## src/rtl/core/lpr_pkg.sv

```systemverilog
package lpr_pkg;

    // Field widths
    localparam int Z_W       = 32;
    localparam int ALPHA_W   = 4;
    localparam int VAL_W     = 64;
    localparam int DEG_W     = 4;
    localparam int NDEG_W    = 5;
    localparam int FRAC_BITS = 24;

    // Configuration port
    localparam int PADDR_W = 3;
    localparam int PDATA_W = 32;
    localparam logic [PADDR_W-3:0] REG_NUM_DEGREES = '0;
    localparam logic [NDEG_W-1:0]  NUM_DEGREES_RST = NDEG_W'(16);

    // Run length limits
    localparam int RUN_MIN = 2;
    localparam int RUN_CAP = 16;

    // Reciprocal table and coefficient datapath
    localparam int RECIP_W = 32;
    localparam int T_W     = Z_W + 1;
    localparam int QPROD_W = T_W + RECIP_W + 1;
    localparam int COEF_W  = 33;
    localparam logic [DEG_W-1:0] K_FIRST_REC = DEG_W'(2);

    // Multiply-accumulate chain
    localparam int NUM_CELLS  = 4;
    localparam int CNT_W      = $clog2(NUM_CELLS);
    localparam int LIMB_SHIFT = VAL_W / 2;
    localparam int LIMB_W     = LIMB_SHIFT + 1;
    localparam int PROD_W     = COEF_W + LIMB_W;
    localparam int ACC_W      = PROD_W + LIMB_SHIFT;
    localparam int RND_W      = ACC_W - FRAC_BITS;

    // Fixed-point constants
    localparam logic [VAL_W-1:0] ONE_Q   = VAL_W'(1) << FRAC_BITS;
    localparam logic [VAL_W-1:0] VAL_MAX = {1'b0, {(VAL_W-1){1'b1}}};
    localparam logic [VAL_W-1:0] VAL_MIN = {1'b1, {(VAL_W-1){1'b0}}};

    typedef enum logic [2:0] {
        ST_IDLE,
        ST_EMIT0,
        ST_EMIT1,
        ST_LOAD,
        ST_ACC,
        ST_ROUND
    } state_t;

    typedef struct packed {
        logic ld;
        logic negate;
        logic high;
    } cell_ctrl_t;

    typedef struct packed {
        logic             load;
        logic [DEG_W-1:0] kc;
    } coef_ctrl_t;

    // floor((2^32 + floor(k/2)) / k), unsigned Q0.32
    function automatic logic [RECIP_W-1:0] recip_lookup(input logic [DEG_W-1:0] k);
        logic [RECIP_W-1:0] r;
        case (k)
            DEG_W'(2):  r = 32'h8000_0000;
            DEG_W'(3):  r = 32'h5555_5555;
            DEG_W'(4):  r = 32'h4000_0000;
            DEG_W'(5):  r = 32'h3333_3333;
            DEG_W'(6):  r = 32'h2AAA_AAAB;
            DEG_W'(7):  r = 32'h2492_4925;
            DEG_W'(8):  r = 32'h2000_0000;
            DEG_W'(9):  r = 32'h1C71_C71C;
            DEG_W'(10): r = 32'h1999_999A;
            DEG_W'(11): r = 32'h1745_D174;
            DEG_W'(12): r = 32'h1555_5555;
            DEG_W'(13): r = 32'h13B1_3B14;
            DEG_W'(14): r = 32'h1249_2492;
            DEG_W'(15): r = 32'h1111_1111;
            default:    r = '0;
        endcase
        return r;
    endfunction

endpackage

```

## src/rtl/core/lpr_mac_cell.sv

```systemverilog
module lpr_mac_cell (
    input  logic                              aclk,
    input  lpr_pkg::cell_ctrl_t               ctrl,
    input  logic signed [lpr_pkg::COEF_W-1:0] coef,
    input  logic signed [lpr_pkg::LIMB_W-1:0] limb,
    input  logic signed [lpr_pkg::ACC_W-1:0]  acc_in,
    output logic signed [lpr_pkg::ACC_W-1:0]  acc_out
);
    import lpr_pkg::*;

    logic signed [PROD_W-1:0] prod_reg;
    logic signed [ACC_W-1:0]  term;
    logic signed [ACC_W-1:0]  acc_reg;

    // Upper limb products carry a weight of 2^32
    assign term = ctrl.high ? {prod_reg, {LIMB_SHIFT{1'b0}}}
                            : {{(ACC_W-PROD_W){prod_reg[PROD_W-1]}}, prod_reg};

    always_ff @(posedge aclk) begin
        if (ctrl.ld) begin
            prod_reg <= coef * limb;
        end
        acc_reg <= ctrl.negate ? acc_in - term : acc_in + term;
    end

    assign acc_out = acc_reg;

endmodule

```

## config.mk

```make
export PLATFORM = sky130hd
export DESIGN_NAME = lpr_mac_cell
export DESIGN_NICKNAME = d
export VERILOG_FILES = /design/src/rtl/core/lpr_pkg.sv /design/src/rtl/core/lpr_mac_cell.sv
export SDC_FILE = /design/constraint.sdc
export NUM_CORES = 2
export LEC_CHECK = 0
export ABC_AREA = 1
export BUFFER_PORTS_ARGS = -buffer_cell sky130_fd_sc_hd__buf_2
export CORE_MARGIN = 4
export CORE_UTILIZATION = 55
export CTS_CLUSTER_SIZE = 10
export DETAILED_ROUTE_END_ITERATION = 8
export PLACE_DENSITY = 0.74
export SETUP_SLACK_MARGIN = 0.02
export SLEW_MARGIN = 10
export SYNTH_ARGS = -nofsm -noshare
export SYNTH_HDL_FRONTEND = slang
export SYNTH_SLANG_ARGS = --single-unit
```

## constraint.sdc

```tcl
create_clock -name aclk -period 7.7 [get_ports aclk]
set_clock_uncertainty 0.2 [all_clocks]
set_input_delay 0.385 -clock aclk [delete_from_list [all_inputs] [get_ports aclk]]
set_output_delay 0.385 -clock aclk [all_outputs]
set_load 0.005 [all_outputs]
```

* Word-level counts from Yosys, hierarchy flattened
Cells that the tools add are included.
** Word-level totals
- Memory bits (writable) :: 0
- Memories :: 0
- Bits in read-only memories :: 0
- Word-level logic and storage cells :: 7
- Register bits after elaboration :: 164
- Bits of input ports :: 168
- Bits in latches :: 0
** Operators by class
- Multiplexer cells :: 2
- Bitwise operators :: 0
- Shift operators :: 0
- Add/sub/neg operators :: 2
- Equality and inequality tests :: 0
- Reduce and logical (&&, ||, !) cells :: 0
- Div/mod/pow operators :: 0
- Order comparisons :: 0
- Multiply operators :: 1
** Operator list (number)
- adder 98 bit :: 1
- two-way mux 98 bit :: 1
- subtractor 98 bit :: 1
- two-way mux 97 bit :: 1
- multiplier 33 x 33 -> 66 bit :: 1

* Depth between registers and ports, before layout
- Depth in word-level cells :: 3
- Mapped depth :: 33
- Mapped depth without buffers :: 31

* Worst setup path before layout
OpenSTA, ideal clock, no wires.
- Path kind :: input port to flip-flop
- Start point :: input port coef[32] (netlist bit)
- End point :: register prod_reg[65] (data pin)
- Data required time :: 7.248 ns
- Setup slack :: -0.048 ns
- Buffers on the path :: 2
- Stages :: 26
- Library setup time :: 0.252 ns
- Arrival :: 7.296 ns
- Cells stage by stage :: clkbuf_1 > clkbuf_1 > nand2_1 > inv_1 > fa_1 > inv_1 > fa_1 > inv_1 > fa_1 > fa_1 > inv_1 > fa_1 > fa_1 > inv_1 > fa_1 > inv_1 > fa_1 > inv_1 > ha_1 > inv_1 > nor3_1 > nand2_1 > nor4_1 > a21oi_1 > nand2_1 > nand2_1
** On the way
- Longest elaborated chain between the ends :: 1
** Ends and longest elaborated chain
- from (decl) :: line lpr_mac_cell.sv:4 : input logic signed [lpr_pkg::COEF_W-1:0] coef,
- multiplier 33 x 33 -> 66 bit :: line lpr_mac_cell.sv:21 : prod_reg <= coef * limb;
- to (signal assigned) :: line lpr_mac_cell.sv:21
- to (decl) :: line lpr_mac_cell.sv:11 : logic signed [PROD_W-1:0] prod_reg;
No other way between the ends.
A chain may end at the register's enable or synchronous reset.

* Worst setup path in the final report
- Start point :: input port coef[25] (netlist bit)
- End point :: register prod_reg[59] (data pin)
Same word-level chain as after synthesis.

==> flow_summary.ini <==
[detailed_routing]
wire_per_inst_um = 21.2
drc_errors = 0
drtIter0Drc = 4955
met1_length_mm = 81.5
met3_length_mm = 17.6
wl_met2_mm = 95.3
viasPerCell = 5.44
ant_nets = 0
top_layer_used = met4
vias = 53200
drtPass1Iterations = 8
postRouteWirelength_mm = 208

[timing]
hold_viol_final = 0
drv_slew = 0
worst-slew-pin-transition_ns = 1.13
fin_ws_ns = 0.314
slew_headroom_pct = 24.6
rsz0062_at_grt = no
fin_crit_ns = 7.39
setup_viol = 0
max_freq_mhz = 135
finalCritPeriodShare_pct = 95.9
fin_setup_tns_ns = 0
holdWs_ns = 0.0404

[setup_path]
cp_max_fo = 19
startpoint = coef[25]
reg2reg_depth = 21
crit_arrival_ns = 7.46
start_kind = input pin
criticalPathCategory = in -> reg
r2r_end = acc_out[66]
worstPathRequired_ns = 7.77
worstSetupEndpointType = flop
r2r_slack_ns = 2.38
r2r_start = prod_reg[50]

[worst_hold_path]
hold_depth = 4
hold_class = in -> reg
min_to = acc_out[0]
hold_start = acc_in[0]

[place]
port_buffers = 265
pre_cts_slack_ns = -0.176
place_hpwl_mm = 184
place.gp.congestion = 1.08

[run_status]
outcome = complete, no violations

[logic_synthesis]
synth_area_leaders = fa_1, inv_1, nand2_1
synth_area_um2 = 57700
synthDistinctLibCells = 46
yosysMostFrequentCell = inv_1
synth_edf_count = 66
yosysSeqAreaShare_pct = 6.83
synth.net_count = 9673
synth_seq_cells = 164
netlist.top_cell.by_area = fa_1
synth_common_cells = inv_1, nand2_1, fa_1, nor2_1, ha_1
syn_avg_cell_area_um2 = 7.17
synth_cells = 8044
synthArstFlopShare_pct = 0
yosysWarnings = 0
synth_top_area_share_pct = 39.8
ys.flop_type = dfxtp_1

[global_route]
grt_pass1_vias = 54600
grt_pass1_wl_mm = 319
grt_antenna_before_repair = 1
overflow = 0
grt_max_degree = 79
grtUsageTotal_pct = 37.9

[floorplan]
initial_core_util_pct = 55.6
rows = 118
ios = 266
dieArea_um2 = 110000
die_h_um = 332
core_um2 = 104000
fp.dieW_um = 332

[cts]
clkSinkCount = 164
cts_hold_buf = 0
numCtsBuffers = 17
insertion_delay_ns = 0.51
cts_tree = built
htreeDepth = 4
path_clk_slew_ns = 0.08
cts_setup_buffers = 0
clockBufferDepth = 2
root_buffer = clkbuf_16

[final_layout]
largest_reg_flops = 98
layout.nets = 10000
syn2layout_area_growth_pct = 9.62
drive_above_1_share_pct = 8.64

[job]
maxCapViolations = 0
metal layers:
metal	track usage (%)	vias to the layer above
li1	-	24000
met1	49.4	26000
met2	61.9	2674
met3	5.40	600
met4	19.7	0
met5	0	-
critical path, cell delays in order:
cell	delay [ns]
buf_2	0.46
buf_4	0.38
nand2_1	0.12
fa_1	0.52
inv_1	0.05
fa_1	0.51
inv_1	0.05
fa_1	0.49
inv_1	0.06
fa_1	0.51
fa_1	0.57
fa_1	0.44
fa_1	0.50
inv_1	0.05
fa_1	0.48
inv_1	0.04
ha_1	0.38
nand2_1	0.12
nor2_1	0.16
inv_1	0.10
nor2_1	0.11
inv_1	0.06
o21ai_0	0.55
a21oi_1	0.15
nand2_1	0.11
xor2_1	0.06
through the flow:
step	cell area, um2	cells	utilization (%)
floorplan	57700	8044	-
global placement	62700	9760	60.4
detailed placement	62700	9760	60.4
CTS	63300	9792	60.9
global route	63300	9793	61.0
finish	63300	9793	61.0
worst max path at each step:
| stage | depth (start not counted) | endpoint |
|---|---|---|
| after floorplan | 26 | prod_reg[65] |
| after global placement | 26 | prod_reg[45] |
| after detailed placement | 25 | prod_reg[43] |
| after CTS | 26 | prod_reg[45] |
| after global routing | 30 | prod_reg[61] |
| final | 26 | prod_reg[59] |
timing repair:
action | 4_1_cts | 5_1_grt
hold endpoints to repair | 0 | 0
setup endpoints to repair | 0 | 4
resized for setup | 0 | 3
cell type report:
type,instances,area (um2)
Tap cell,1380,1730
Inverter,2187,8210
Multi-Input combinational cell,5397,44400
Fill cell,9688,40500
Antenna cell,1,2.50
Clock buffer,20,447
Clock inverter,12,145
Timing Repair Buffer,632,4400
Sequential cell,164,3940
kinds of logic (layout without fill, tap and decap cells):
family          after synthesis  in the layout  share of synthesized area [%]
compound gates              645            645                           5.97
flops                       164            164                           6.83
xor+xnor                    198            198                           3.01
buf+inv                    2483           2851                           16.3
simple gates               3093           3093                           21.3
other cells                   0              1                              0
fa+ha+maj                  1461           1461                           46.6
layout by cell type, fill, tap and decap left out, types with 179 or more instances in the layout:
cell | Yosys | final
buf_4 | 0 | 342
ha_1 | 315 | 315
buf_2 | 12 | 263
fa_1 | 1146 | 1145
a21oi_1 | 290 | 290
nor2_1 | 605 | 604
inv_1 | 2180 | 2179
o21ai_0 | 242 | 242
nand3_1 | 179 | 179
nand2_1 | 2135 | 2135
Power is not shown: default switching activity piles up to over one toggle a cycle in this logic, so the estimate is an artifact.
