===== src/rtl/core/lpr_pkg.sv =====
package lpr_pkg;

    // Field widths
    localparam int Z_W       = 32;
    localparam int ALPHA_W   = 4;
    localparam int VAL_W     = 64;
    localparam int DEG_W     = 4;
    localparam int NDEG_W    = 5;
    localparam int FRAC_BITS = 24;

    // Configuration port
    localparam int PADDR_W = 3;
    localparam int PDATA_W = 32;
    localparam logic [PADDR_W-3:0] REG_NUM_DEGREES = '0;
    localparam logic [NDEG_W-1:0]  NUM_DEGREES_RST = NDEG_W'(16);

    // Run length limits
    localparam int RUN_MIN = 2;
    localparam int RUN_CAP = 16;

    // Reciprocal table and coefficient datapath
    localparam int RECIP_W = 32;
    localparam int T_W     = Z_W + 1;
    localparam int QPROD_W = T_W + RECIP_W + 1;
    localparam int COEF_W  = 33;
    localparam logic [DEG_W-1:0] K_FIRST_REC = DEG_W'(2);

    // Multiply-accumulate chain
    localparam int NUM_CELLS  = 4;
    localparam int CNT_W      = $clog2(NUM_CELLS);
    localparam int LIMB_SHIFT = VAL_W / 2;
    localparam int LIMB_W     = LIMB_SHIFT + 1;
    localparam int PROD_W     = COEF_W + LIMB_W;
    localparam int ACC_W      = PROD_W + LIMB_SHIFT;
    localparam int RND_W      = ACC_W - FRAC_BITS;

    // Fixed-point constants
    localparam logic [VAL_W-1:0] ONE_Q   = VAL_W'(1) << FRAC_BITS;
    localparam logic [VAL_W-1:0] VAL_MAX = {1'b0, {(VAL_W-1){1'b1}}};
    localparam logic [VAL_W-1:0] VAL_MIN = {1'b1, {(VAL_W-1){1'b0}}};

    typedef enum logic [2:0] {
        ST_IDLE,
        ST_EMIT0,
        ST_EMIT1,
        ST_LOAD,
        ST_ACC,
        ST_ROUND
    } state_t;

    typedef struct packed {
        logic ld;
        logic negate;
        logic high;
    } cell_ctrl_t;

    typedef struct packed {
        logic             load;
        logic [DEG_W-1:0] kc;
    } coef_ctrl_t;

    // floor((2^32 + floor(k/2)) / k), unsigned Q0.32
    function automatic logic [RECIP_W-1:0] recip_lookup(input logic [DEG_W-1:0] k);
        logic [RECIP_W-1:0] r;
        case (k)
            DEG_W'(2):  r = 32'h8000_0000;
            DEG_W'(3):  r = 32'h5555_5555;
            DEG_W'(4):  r = 32'h4000_0000;
            DEG_W'(5):  r = 32'h3333_3333;
            DEG_W'(6):  r = 32'h2AAA_AAAB;
            DEG_W'(7):  r = 32'h2492_4925;
            DEG_W'(8):  r = 32'h2000_0000;
            DEG_W'(9):  r = 32'h1C71_C71C;
            DEG_W'(10): r = 32'h1999_999A;
            DEG_W'(11): r = 32'h1745_D174;
            DEG_W'(12): r = 32'h1555_5555;
            DEG_W'(13): r = 32'h13B1_3B14;
            DEG_W'(14): r = 32'h1249_2492;
            DEG_W'(15): r = 32'h1111_1111;
            default:    r = '0;
        endcase
        return r;
    endfunction

endpackage


===== src/rtl/core/lpr_coef_unit.sv =====
module lpr_coef_unit (
    input  logic                              aclk,
    input  lpr_pkg::coef_ctrl_t               ctrl,
    input  logic signed [lpr_pkg::Z_W-1:0]    z_value,
    input  logic [lpr_pkg::ALPHA_W-1:0]       alpha_order,
    output logic signed [lpr_pkg::COEF_W-1:0] c1,
    output logic signed [lpr_pkg::COEF_W-1:0] c2
);
    import lpr_pkg::*;

    localparam longint RND_Q = longint'(1) << (RECIP_W - 1);
    localparam longint TWO_Q = longint'(2) << FRAC_BITS;

    logic signed [T_W-1:0]     am1;
    logic signed [T_W-1:0]     t1_next;
    logic signed [T_W-1:0]     t1_reg;
    logic signed [T_W-1:0]     t2_reg;
    logic signed [RECIP_W:0]   recip;
    logic signed [QPROD_W-1:0] p1_reg;
    logic signed [QPROD_W-1:0] p2_reg;
    logic signed [QPROD_W-1:0] p1_rnd;
    logic signed [QPROD_W-1:0] p2_rnd;
    logic signed [COEF_W-1:0]  c1_reg;
    logic signed [COEF_W-1:0]  c2_reg;

    // (alpha - 1) and (alpha - 1 - z), both in Q.FRAC_BITS
    assign am1     = (T_W'(alpha_order) - T_W'(1)) <<< FRAC_BITS;
    assign t1_next = am1 - {{(T_W-Z_W){z_value[Z_W-1]}}, z_value};
    assign recip   = {1'b0, recip_lookup(ctrl.kc)};

    // Round half up, drop the reciprocal's fraction bits
    assign p1_rnd = p1_reg + QPROD_W'(RND_Q);
    assign p2_rnd = p2_reg + QPROD_W'(RND_Q);

    always_ff @(posedge aclk) begin
        if (ctrl.load) begin
            t1_reg <= t1_next;
            t2_reg <= am1;
        end
        p1_reg <= t1_reg * recip;
        p2_reg <= t2_reg * recip;
        c1_reg <= COEF_W'(p1_rnd >>> RECIP_W) + COEF_W'(TWO_Q);
        c2_reg <= COEF_W'(p2_rnd >>> RECIP_W) + COEF_W'(ONE_Q);
    end

    assign c1 = c1_reg;
    assign c2 = c2_reg;

endmodule


===== config.mk =====
export PLATFORM = sky130hd
export DESIGN_NAME = lpr_coef_unit
export DESIGN_NICKNAME = d
export VERILOG_FILES = /design/src/rtl/core/lpr_pkg.sv /design/src/rtl/core/lpr_coef_unit.sv
export SDC_FILE = /design/constraint.sdc
export NUM_CORES = 2
export LEC_CHECK = 0
export ABC_AREA = 1
export BUFFER_PORTS_ARGS = -buffer_cell sky130_fd_sc_hd__buf_2
export CORE_MARGIN = 2
export CORE_UTILIZATION = 40
export CTS_CLUSTER_DIAMETER = 60
export CTS_CLUSTER_SIZE = 40
export DETAILED_ROUTE_END_ITERATION = 10
export RECOVER_POWER = 100
export SKIP_CTS_REPAIR_TIMING = 1
export SYNTH_ARGS = -nofsm -noshare
export SYNTH_HDL_FRONTEND = slang
export SYNTH_SLANG_ARGS = --single-unit

===== constraint.sdc =====
create_clock -name aclk -period 10.2 [get_ports aclk]
set_input_delay 2.04 -clock aclk [delete_from_list [all_inputs] [get_ports aclk]]
set_output_delay 2.04 -clock aclk [all_outputs]
set_load 0.05 [all_outputs]

; ---- Word-level counts from Yosys, hierarchy flattened
; Memories as Yosys holds them, arrays and structs flattened.
; Cells that the tools add are included.
[classes]
n_addsub = 6
n_mul = 2
[op_table]
columns = cell, n
row1 = "adder 65 x 33 -> 65 bit, second input constant", 1
row2 = multiplier 33 x 33 -> 65 bit, 1
row3 = "adder 62 x 33 -> 63 bit, second input constant", 1
row4 = multiplier 5 x 33 -> 38 bit, 1
row5 = "adder 33 x 25 -> 33 bit, second input constant", 1
row6 = "adder 33 x 27 -> 33 bit, second input constant", 1
row7 = subtractor 29 x 32 -> 33 bit, 1
row8 = "subtractor 4 x 1 -> 5 bit, second input constant", 1
[totals]
register_bits = 231
romBits = 512
out_inout_bits = 66
elab_cells = 15
n_memories = 1
[memory_table]
columns = name, depth, word_bits, read_ports, rd_ports_with_merged_regs, wr, line_no
row1 = (name not given), 16, 32, 1, 0, 0, lpr_pkg.sv:65  ; case (k)

; ---- Logic depth before layout (Yosys ltp)
[logic_depth]
ltp_word = 2
ltp_mapped = 39

; ---- Worst setup path before layout
; No wires, ideal clock.
[synth_timing]
path_kind = input -> register
startpoint = input ctrl[0] (netlist name)
endpoint = register p1_reg[53]
setup_ps = 112
arrival_time_ps = 9819
t_required_ps = 10088
slack_ps = 269
stages = 29
path_buffers = 1
cell_sequence = inv_1 -> ha_1 -> inv_1 -> o21ai_0 -> nand2_1 -> clkbuf_1 -> nor2_1 -> inv_1 -> fa_1 -> fa_1 -> inv_1 -> fa_1 -> inv_1 -> fa_1 -> inv_1 -> fa_1 -> fa_1 -> fa_1 -> fa_1 -> ha_1 -> a21oi_1 -> inv_1 -> a31oi_1 -> o21ai_0 -> o21bai_1 -> a21oi_1 -> nand2_1 -> nand2_1 -> nand2_1
[synth_between]
elab_chain_cells = 2
[synth_rtl]
columns = item, line_no
row1 = "start, declared", lpr_coef_unit.sv:3  ; input lpr_pkg::coef_ctrl_t ctrl,
row2 = memory read (16 x 32 bit), -
row3 = multiplier 33 x 33 -> 65 bit, lpr_coef_unit.sv:40  ; p1_reg <= t1_reg * recip;
row4 = "end signal, assigned", lpr_coef_unit.sv:40
row5 = "end, declared", lpr_coef_unit.sv:19  ; logic signed [QPROD_W-1:0] p1_reg;
; Every way passes these cells.
; A chain may end at the register's enable or synchronous reset.

; ---- Worst setup path after layout
[layout_timing]
startpoint = input ctrl[0] (netlist name)
endpoint = register p1_reg[49]
; The elaborated chain is that of the path after synthesis.

==> flow_summary.json <==
{
  "min_period_ns": 9.83,
  "port_buffers": 107,
  "yosysMostFrequentCell": "inv_1",
  "vias": 38800,
  "grt_overflow": 0,
  "worstPathArrival_ns": 10.26,
  "rows": 128,
  "cts-root-buf": "clkbuf_16",
  "met2_usage_pct": 44.6,
  "violations": "capacitance limit, slew limit",
  "cts_buffer_depth": 2,
  "synth_top_family_by_area": "adder cells",
  "ys_types": 51,
  "largest_reg_flops": 34,
  "synth_edf_count": 38,
  "ys_seq_elements": 169,
  "dp_hpwl_um": 149000,
  "ys_top_cells_by_count": "inv_1, fa_1, nand2_1",
  "core_area_um2": 121000,
  "grt_setup_unrepaired": "false",
  "r2r_setup_slack_ns": 1.70,
  "tns_ns": 0,
  "fp.dieW_um": 353,
  "dr.pass1.iters": 5,
  "drive_above_1_share_pct": 4.72,
  "critical-path-max-stage-delay_ns": 0.59,
  "clk_latency_ns": 0.53,
  "area_growth_syn_to_layout_pct": 8.32,
  "first_iter_violations": 3758,
  "grt_start_max_net_pins": 39,
  "htree_levels": 4,
  "synth-warning-count": 0,
  "yosys-top-cells-area": "fa_1, inv_1, ha_1",
  "hold_viol_final": 0,
  "fin_util_pct": 43.5,
  "synth_mux_area_share_pct": 0,
  "cts_made_buffers": 17,
  "routedWlPerCell_um": 22.3,
  "ys_seq_area_share_pct": 7.72,
  "grt-busiest-layer": "met2",
  "slew_violations": 39,
  "status": "finished with violations",
  "avgViaCountPerCell": 5.06,
  "fill_cells": 12400,
  "crit_required_ns": 10.64,
  "syn-cell-area_um2": 48800,
  "slew_headroom_pct": -65.0,
  "grt_pass1_wl_um": 261000,
  "grt_pass1_vias": 41500,
  "place_ws_ns": -0.0521,
  "detail-route-antenna-nets": 0,
  "setup_ws_ns": 0.373,
  "synth_nets": 7356,
  "path_clk_slew_ns": 0.09,
  "grtUsageTotal_pct": 28.4,
  "nets": 7535,
  "crit_fanout": 32,
  "period_share_pct": 96.3,
  "yosysTopAreaCellShare_pct": 48.9,
  "async_flop_share_pct": 0,
  "max_freq_mhz": 102,
  "start_util_pct": 40.2,
  "met3_usage_pct": 4.83,
  "critPathCaptureType": "register",
  "synth_xor_area_share_pct": 2.60,
  "fin_skew_ns": 0.0208,
  "dieArea_um2": 125000,
  "antenna_found_initial": 2,
  "yosys.area_share.simple_pct": 15.3,
  "tightest_slew_ns": 2.47,
  "crit_type": "primary input to register",
  "syn_inst": 5849,
  "drc": 0,
  "cts_tree": "done",
  "use_met1_pct": 37.9,
  "synth_ff_type": "dfxtp_1",
  "synth_adder_area_share_pct": 55.9,
  "setup_viol": 0,
  "slowest_stage": "fa_1",
  "synth-compound-area-share_pct": 3.70,
  "place_congestion": 1.01,
  "syn_avg_cell_area_um2": 8.34,
  "startpoint_type": "primary input",
  "routed_wl_um": 171000,
  "io-pin-count": 108,
  "maxCapViolCount": 1,
  "synth_top_area_cell": "fa_1",
  "die_h_um": 353,
  "cts.sinks": 169,
  "hold_path_class": "register to register"
}
-- per-layer routing --
metal,wire (um),up-vias
met5,0,-
met4,10400,0
met3,14300,400
met2,76900,1771
met1,69100,19600
li1,-,17100
-- logic make-up after synthesis --
kind of cell    count (synthesis)
xor+xnor                      145
fa+ha+maj                    1465
buf+inv                      1909
flops                         169
simple gates                 1838
compound gates                323
-- worst paths after layout --
check | startpoint | to | cells after the start
hold / removal | p2_reg[32] | c2[0] | 1
setup reg to reg | t1_reg[32] | p1_reg[58] | 29
hold reg to reg | p2_reg[32] | c2[0] | 1
setup / recovery | ctrl[0] | p1_reg[49] | 32
-- placed cells by master (no fill, tap or decap), types with 48 or more instances in the layout --
cell type / Yosys / final
a21oi_1: 146 / 146
fa_1: 1192 / 1192
nand2_1: 827 / 835
xor2_1: 106 / 106
inv_1: 1748 / 1748
nand3_1: 96 / 101
dfxtp_1: 131 / 131
buf_4: 1 / 175
nor3_1: 43 / 48
ha_1: 273 / 273
clkbuf_1: 117 / 71
o21ai_0: 99 / 100
nor2_1: 763 / 773
-- critical path, delay by kind of cell --
kind                       cells  cell delay [ns]
adders and majority gates     10             4.73
buffers and inverters         11             1.32
and+or+nand+nor                6             0.82
AOI/OAI and AO/OA              5             1.34
-- area by class of cell --
| class | instances | area, um2 | area share [%] |
|---|---|---|---|
| clock inverters | 15 | 226 | 0.429 |
| flip-flops and latches | 169 | 3760 | 7.13 |
| multi-input cells | 3771 | 37700 | 71.3 |
| repair buffers | 299 | 2050 | 3.88 |
| inverters | 1770 | 6650 | 12.6 |
| clock buffers | 17 | 425 | 0.805 |
| well taps | 1625 | 2030 | 3.85 |
| diodes | 2 | 5.00 | 0.00948 |
-- per-stage QoR --
| step | hold slack (ns) | cell area [um2] | std cells |
|---|---|---|---|
| 2_1_floorplan | 0.452 | 48800 | 5849 |
| 3_3_place_gp | 0.469 | 52400 | 7634 |
| 3_5_place_dp | 0.474 | 52400 | 7634 |
| 4_1_cts | 0.492 | 53100 | 7666 |
| 5_1_grt | 0.500 | 52800 | 7668 |
| 6_report | 0.471 | 52800 | 7668 |
Power is not shown: default switching activity piles up to over one toggle a cycle in this logic, so the estimate is an artifact.
